--- config.mk ---
export PLATFORM = sky130hd
export DESIGN_NAME = tcnw_ctrl
export DESIGN_NICKNAME = d
export VERILOG_FILES = /design/src/sv/tcnw_pkg.sv /design/src/sv/tcnw_ctrl.sv
export SDC_FILE = /design/constraint.sdc
export NUM_CORES = 1
export LEC_CHECK = 0
export BUFFER_PORTS_ARGS = -buffer_cell sky130_fd_sc_hd__clkbuf_2
export CAP_MARGIN = 5
export CORE_AREA = 2 2 39 41
export CTS_CLUSTER_SIZE = 30
export DETAILED_ROUTE_END_ITERATION = 10
export DIE_AREA = 0 0 41 43
export GPL_TIMING_DRIVEN = 1
export PLACE_DENSITY = 0.49
export SYNTH_ARGS = -nofsm -noshare
export SYNTH_HDL_FRONTEND = slang
export SYNTH_SLANG_ARGS = --single-unit
--- constraint.sdc ---
create_clock -name clk -period 1.6 [get_ports clk]
set_input_delay 0.24 -clock clk [delete_from_list [all_inputs] [get_ports clk]]
set_output_delay 0.24 -clock clk [all_outputs]
set_load 0.01 [all_outputs]
--- src/sv/tcnw_pkg.sv ---
// shared types, constants and helpers for the text console number writer
// no dependencies; used by every module of the block except tcnw_ram
`timescale 1ns / 1ps
`default_nettype none

package tcnw_pkg;

  localparam int COLUMNS  = 96;
  localparam int ROWS     = 40;
  localparam int CELLS    = COLUMNS * ROWS;

  localparam int CURSOR_W = $clog2(CELLS + 1);
  localparam int NL_W     = CURSOR_W + 1;
  localparam int CELL_AW  = $clog2(CELLS);
  localparam int COL_W    = $clog2(COLUMNS);
  localparam int CIDX_W   = 12;

  // longest output run: minus sign plus ten decimal digits
  localparam int MAXCH    = 11;
  localparam int CNT_W    = $clog2(MAXCH + 1);
  localparam int BUF_AW   = $clog2(MAXCH);

  localparam int IN_W     = 48;
  localparam int OP_W     = 3;
  localparam int OUT_W    = 24;

  localparam logic [7:0] CH_NL    = 8'd10;
  localparam logic [7:0] CH_ZERO  = 8'h30;
  localparam logic [7:0] CH_MINUS = 8'h2d;
  localparam logic [7:0] CH_A     = 8'h61;

  typedef enum logic [OP_W-1:0] {
    OP_PUTC   = 3'd0,
    OP_UDEC   = 3'd1,
    OP_SDEC   = 3'd2,
    OP_HEX    = 3'd3,
    OP_SETCUR = 3'd4,
    OP_READ   = 3'd5
  } op_t;

  typedef enum logic [2:0] {
    ST_CLEAR,
    ST_IDLE,
    ST_CONV,
    ST_EMIT,
    ST_RDWAIT,
    ST_RDOUT
  } st_t;

  typedef struct packed {
    logic load;
    logic conv;
    logic emit;
    logic rd_out;
    logic clear;
  } cmd_t;

  typedef struct packed {
    op_t  op;
    logic clear_last;
    logic conv_last;
    logic last_char;
    logic out_free;
  } stat_t;

  function automatic logic [7:0] hex_char(input logic [3:0] g);
    logic [7:0] c;
    if (g < 4'd10) begin
      c = CH_ZERO + 8'(g);
    end else begin
      c = CH_A + 8'(g) - 8'd10;
    end
    return c;
  endfunction

endpackage

`default_nettype wire

--- src/sv/tcnw_ctrl.sv ---
// controller state machine: clearing pass, item accept, conversion, emission, cell read-out
// depends on tcnw_pkg
`timescale 1ns / 1ps
`default_nettype none

module tcnw_ctrl (
  input  wire            clk,
  input  wire            rst,
  input  wire            in_valid,
  output logic           in_ready,
  input  tcnw_pkg::stat_t status,
  output tcnw_pkg::cmd_t  cmd
);

  tcnw_pkg::st_t state, state_next;

  always_ff @(posedge clk) begin
    if (rst) begin
      state <= tcnw_pkg::ST_CLEAR;
    end else begin
      state <= state_next;
    end
  end

  always_comb begin
    state_next = state;
    cmd        = '0;
    in_ready   = 1'b0;
    case (state)
      tcnw_pkg::ST_CLEAR: begin
        cmd.clear = 1'b1;
        if (status.clear_last) begin
          state_next = tcnw_pkg::ST_IDLE;
        end
      end
      tcnw_pkg::ST_IDLE: begin
        in_ready = 1'b1;
        if (in_valid) begin
          cmd.load = 1'b1;
          case (status.op)
            tcnw_pkg::OP_PUTC, tcnw_pkg::OP_HEX: state_next = tcnw_pkg::ST_EMIT;
            tcnw_pkg::OP_UDEC, tcnw_pkg::OP_SDEC: state_next = tcnw_pkg::ST_CONV;
            tcnw_pkg::OP_READ: state_next = tcnw_pkg::ST_RDWAIT;
            default: state_next = tcnw_pkg::ST_IDLE;
          endcase
        end
      end
      tcnw_pkg::ST_CONV: begin
        cmd.conv = 1'b1;
        if (status.conv_last) begin
          state_next = tcnw_pkg::ST_EMIT;
        end
      end
      tcnw_pkg::ST_EMIT: begin
        if (status.out_free) begin
          cmd.emit = 1'b1;
          if (status.last_char) begin
            state_next = tcnw_pkg::ST_IDLE;
          end
        end
      end
      tcnw_pkg::ST_RDWAIT: begin
        state_next = tcnw_pkg::ST_RDOUT;
      end
      tcnw_pkg::ST_RDOUT: begin
        if (status.out_free) begin
          cmd.rd_out = 1'b1;
          state_next = tcnw_pkg::ST_IDLE;
        end
      end
      default: begin
        state_next = tcnw_pkg::ST_IDLE;
      end
    endcase
  end

endmodule

`default_nettype wire

==> impl_metrics.py <==
metrics = {
    "drt": {
        "ant_nets": 0,
        "avgViaCountPerCell": 4.606,
        "first_iter_violations": 10,
        "wl_um": 675,
        "avgRoutedWirePerCell_um": 9.507,
        "firstDrtPassIters": 4,
        "vias": 327,
        "drcViolationCount": 0,
    },
    "layout": {
        "finalNetCount": 66,
        "layout.cells.non_filler": 71,
        "syn_to_final_growth_pct": 47.96,
        "largest_register": "state",
        "largest_registers": "state x3",
        "finalCoreUtilization": 0.2957,
        "fillers": 157,
        "largest_reg_flops": 3,
        "postLayoutCellArea_um2": 409.1,
        "diodes": 0,
        "drive_gt1_frac": 0.4727,
    },
    "place": {
        "place_area_um2": 379.1,
        "dp_hpwl_um": 554.8,
        "pre_cts_ws_ns": 0.2481,
        "placedCellCount": 67,
        "port_buffers": 15,
        "place_congestion": 0.6982,
    },
    "clock_tree": {
        "worstSkewPairLatency_ns": 0.24,
        "cts_sinks": 3,
        "numCtsBuffers": 3,
        "clk_pin_slew_ns": 0.04,
        "cts_post_setup_buffers_inserted": 0,
        "clk_path_buf_depth": 2,
        "holdBufCountCts": 0,
        "ctsResizeCount": 1,
        "cts_tree": "done",
        "cts_root_buffer": "clkbuf_4",
        "cts_max_level": 1,
    },
    "global_routing": {
        "antenna_found_initial": 0,
        "grt-ovfl-total": 0,
        "grt_max_degree": 12,
        "grt_pass1_wl_um": 1014,
        "grt_usage": 0.08927,
        "grt_pass1_vias": 252,
    },
    "run": {
        "drv_cap": 0,
    },
    "power_and_ir_drop": {
        "p_per_area_nw_per_um2": 769.3,
        "p_sw_frac": 0.3089,
        "clkPwrFrac": 0.441,
        "ir_worst_vdd_uv": 215.2,
        "p_int_uw": 217.5,
        "power_frac_comb": 0.279,
        "switchingPower_uw": 97.23,
        "total_leakage_power_nw": 0.1993,
        "seq_power_share": 0.279,
    },
    "synth": {
        "synth_seq_cells": 3,
        "yosysUniqueCellTypes": 22,
        "synth_nets": 45,
        "netlist_instances": 35,
        "ys_warn_count": 0,
        "netlist_area_um2": 276.5,
        "ys_seq_area_frac": 0.2172,
        "syn_area_per_cell_um2": 7.900,
    },
    "outcome": {
        "status": "completed",
    },
    "floorplanning": {
        "core_region_area_um2": 1384,
        "std_cell_rows": 14,
        "top_level_ports": 16,
        "start_util": 0.1998,
        "dieWidth_um": 41,
        "die_area_um2": 1763,
        "dieHeight_um": 43,
    },
    "critical_path": {
        "cp-end-kind": "primary output",
        "worst-path-max-fanout": 11,
        "reg2reg_depth": 4,
        "cp-start-kind": "flip-flop",
        "reg2reg_to": "state[1]$_SDFFE_PP0P_",
        "reg2reg_from": "state[1]$_SDFFE_PP0P_",
        "cp-endpoint": "cmd[4]",
        "crit_type": "reg2out",
        "rrSetupSlack_ns": 0.34,
        "crit_arrival_ns": 1.26,
        "worstPathRequired_ns": 1.36,
        "crit_start": "state[1]$_SDFFE_PP0P_",
    },
    "sta": {
        "setup_viol": 0,
        "period_needed_ns": 1.496,
        "rsz0062_at_grt": "false",
        "post-route-period-util": 0.9350,
        "worst_slack_ns": 0.1039,
        "fin_tns_setup_ns": 0,
        "fmax_ghz": 0.6684,
        "tightest_slew_ns": 0.2138,
        "max_slew_margin": 0.8563,
        "skew_ns": 0.003992,
        "report.final.hold_viol_count": 0,
        "drv_slew": 0,
    },
    "min_path": {
        "hold_path_depth": 2,
        "min_path_type": "in2reg",
    },
}
[worst min path at each step]
stage / slack, ns / end / startpoint
6_report: 0.27 / state[2]$_SDFFE_PP0P_ / rst
5_1_grt: 0.27 / state[2]$_SDFFE_PP0P_ / rst
4_1_cts: 0.26 / state[2]$_SDFFE_PP0P_ / rst
3_5_place_dp: 0.51 / state[2]$_SDFFE_PP0P_ / rst
3_3_place_gp: 0.52 / state[2]$_SDFFE_PP0P_ / rst
2_1_floorplan: 0.34 / state[2]$_SDFFE_PP0P_ / rst
[cell type report]
cell class                      count  area [µm²]  share of cell area
Clock buffer                        4       26.28             0.06422
Inverter                            1       3.754            0.009174
Multi-Input combinational cell     30       207.7              0.5076
Sequential cell                     3       61.31              0.1498
Tap cell                           16       20.02             0.04893
Timing Repair Buffer               17       90.09              0.2202
[critical path, stage by stage (launching register included)]
cell and delay, ns:
dfxtp_2 0.36, or2b_1 0.27, nor2_2 0.13, and2_1 0.14, clkbuf_2 0.12
[layout by cell type, fill, tap and decap left out]
master,instances
a21oi_2,1
a41o_1,1
and2_1,2
and3b_1,1
and4_1,1
buf_4,2
clkbuf_1,1
clkbuf_2,15
clkbuf_4,3
dfxtp_1,2
dfxtp_2,1
inv_1,1
mux2i_1,3
nand2_1,2
nand2b_1,1
nand3_1,2
nand4_1,1
nand4_2,1
nand4b_1,1
nor2_1,4
nor2_2,1
nor3_1,1
o21ai_0,2
o31ai_1,1
or2b_1,1
or2b_2,2
or3b_1,1
[cells in the mapped netlist]
| master | n | area (µm²) |
|---|---|---|
| nor2_1 | 5 | 18.77 |
| dfxtp_1 | 3 | 60.06 |
| mux2i_1 | 3 | 30.03 |
| and2_1 | 2 | 12.51 |
| nand2_1 | 2 | 7.510 |
| nand3_1 | 2 | 10.01 |
| o21ai_0 | 2 | 10.01 |
| or2b_2 | 2 | 17.52 |
| a21oi_2 | 1 | 8.760 |
| a41o_1 | 1 | 10.01 |
| and3b_1 | 1 | 8.760 |
| and4_1 | 1 | 8.760 |
| buf_4 | 1 | 7.510 |
| inv_1 | 1 | 3.750 |
| nand2b_1 | 1 | 6.260 |
| nand4_1 | 1 | 6.260 |
| nand4_2 | 1 | 12.51 |
| nand4b_1 | 1 | 8.760 |
| nor3_1 | 1 | 5.000 |
| o31ai_1 | 1 | 7.510 |
| or2b_1 | 1 | 7.510 |
| or3b_1 | 1 | 8.760 |
[power groups by stage]
stage / Combinational [mW] / Clock [mW] / Sequential, mW
floorplan: 0.0529 / 0 / 0.0874
global placement: 0.0890 / 0 / 0.0886
detailed placement: 0.0885 / 0 / 0.0888
CTS: 0.0898 / 0.142 / 0.0877
global route: 0.0995 / 0.151 / 0.0896
finish: 0.0879 / 0.139 / 0.0879
[logic make-up (layout without fill, tap and decap cells)]
group | after synthesis | after routing | share of synthesized area
compound gates | 5 | 5 | 0.1312
buf+inv | 2 | 22 | 0.04072
simple gates | 22 | 22 | 0.5023
mux | 3 | 3 | 0.1086
flops | 3 | 3 | 0.2172
[stage by stage]
step	hold slack, ns	total power, mW
after detailed placement	0.5129	0.1772
after floorplan	0.3425	0.1403
after global routing	0.2712	0.3404
after CTS	0.2626	0.3199
after global placement	0.5152	0.1776
final	0.2662	0.3148
[layer usage]
metal  vias up  routed length (µm)  share of wire  GRT usage
met5         -                   0              0          0
met3         2                  51          0.076    0.01571
met1       143                 296           0.44     0.1122
met4         0                  16          0.024    0.08000
met2        13                 311           0.46     0.1219
li1        169                   -              -          -
Power figures use the tool's default switching activity.
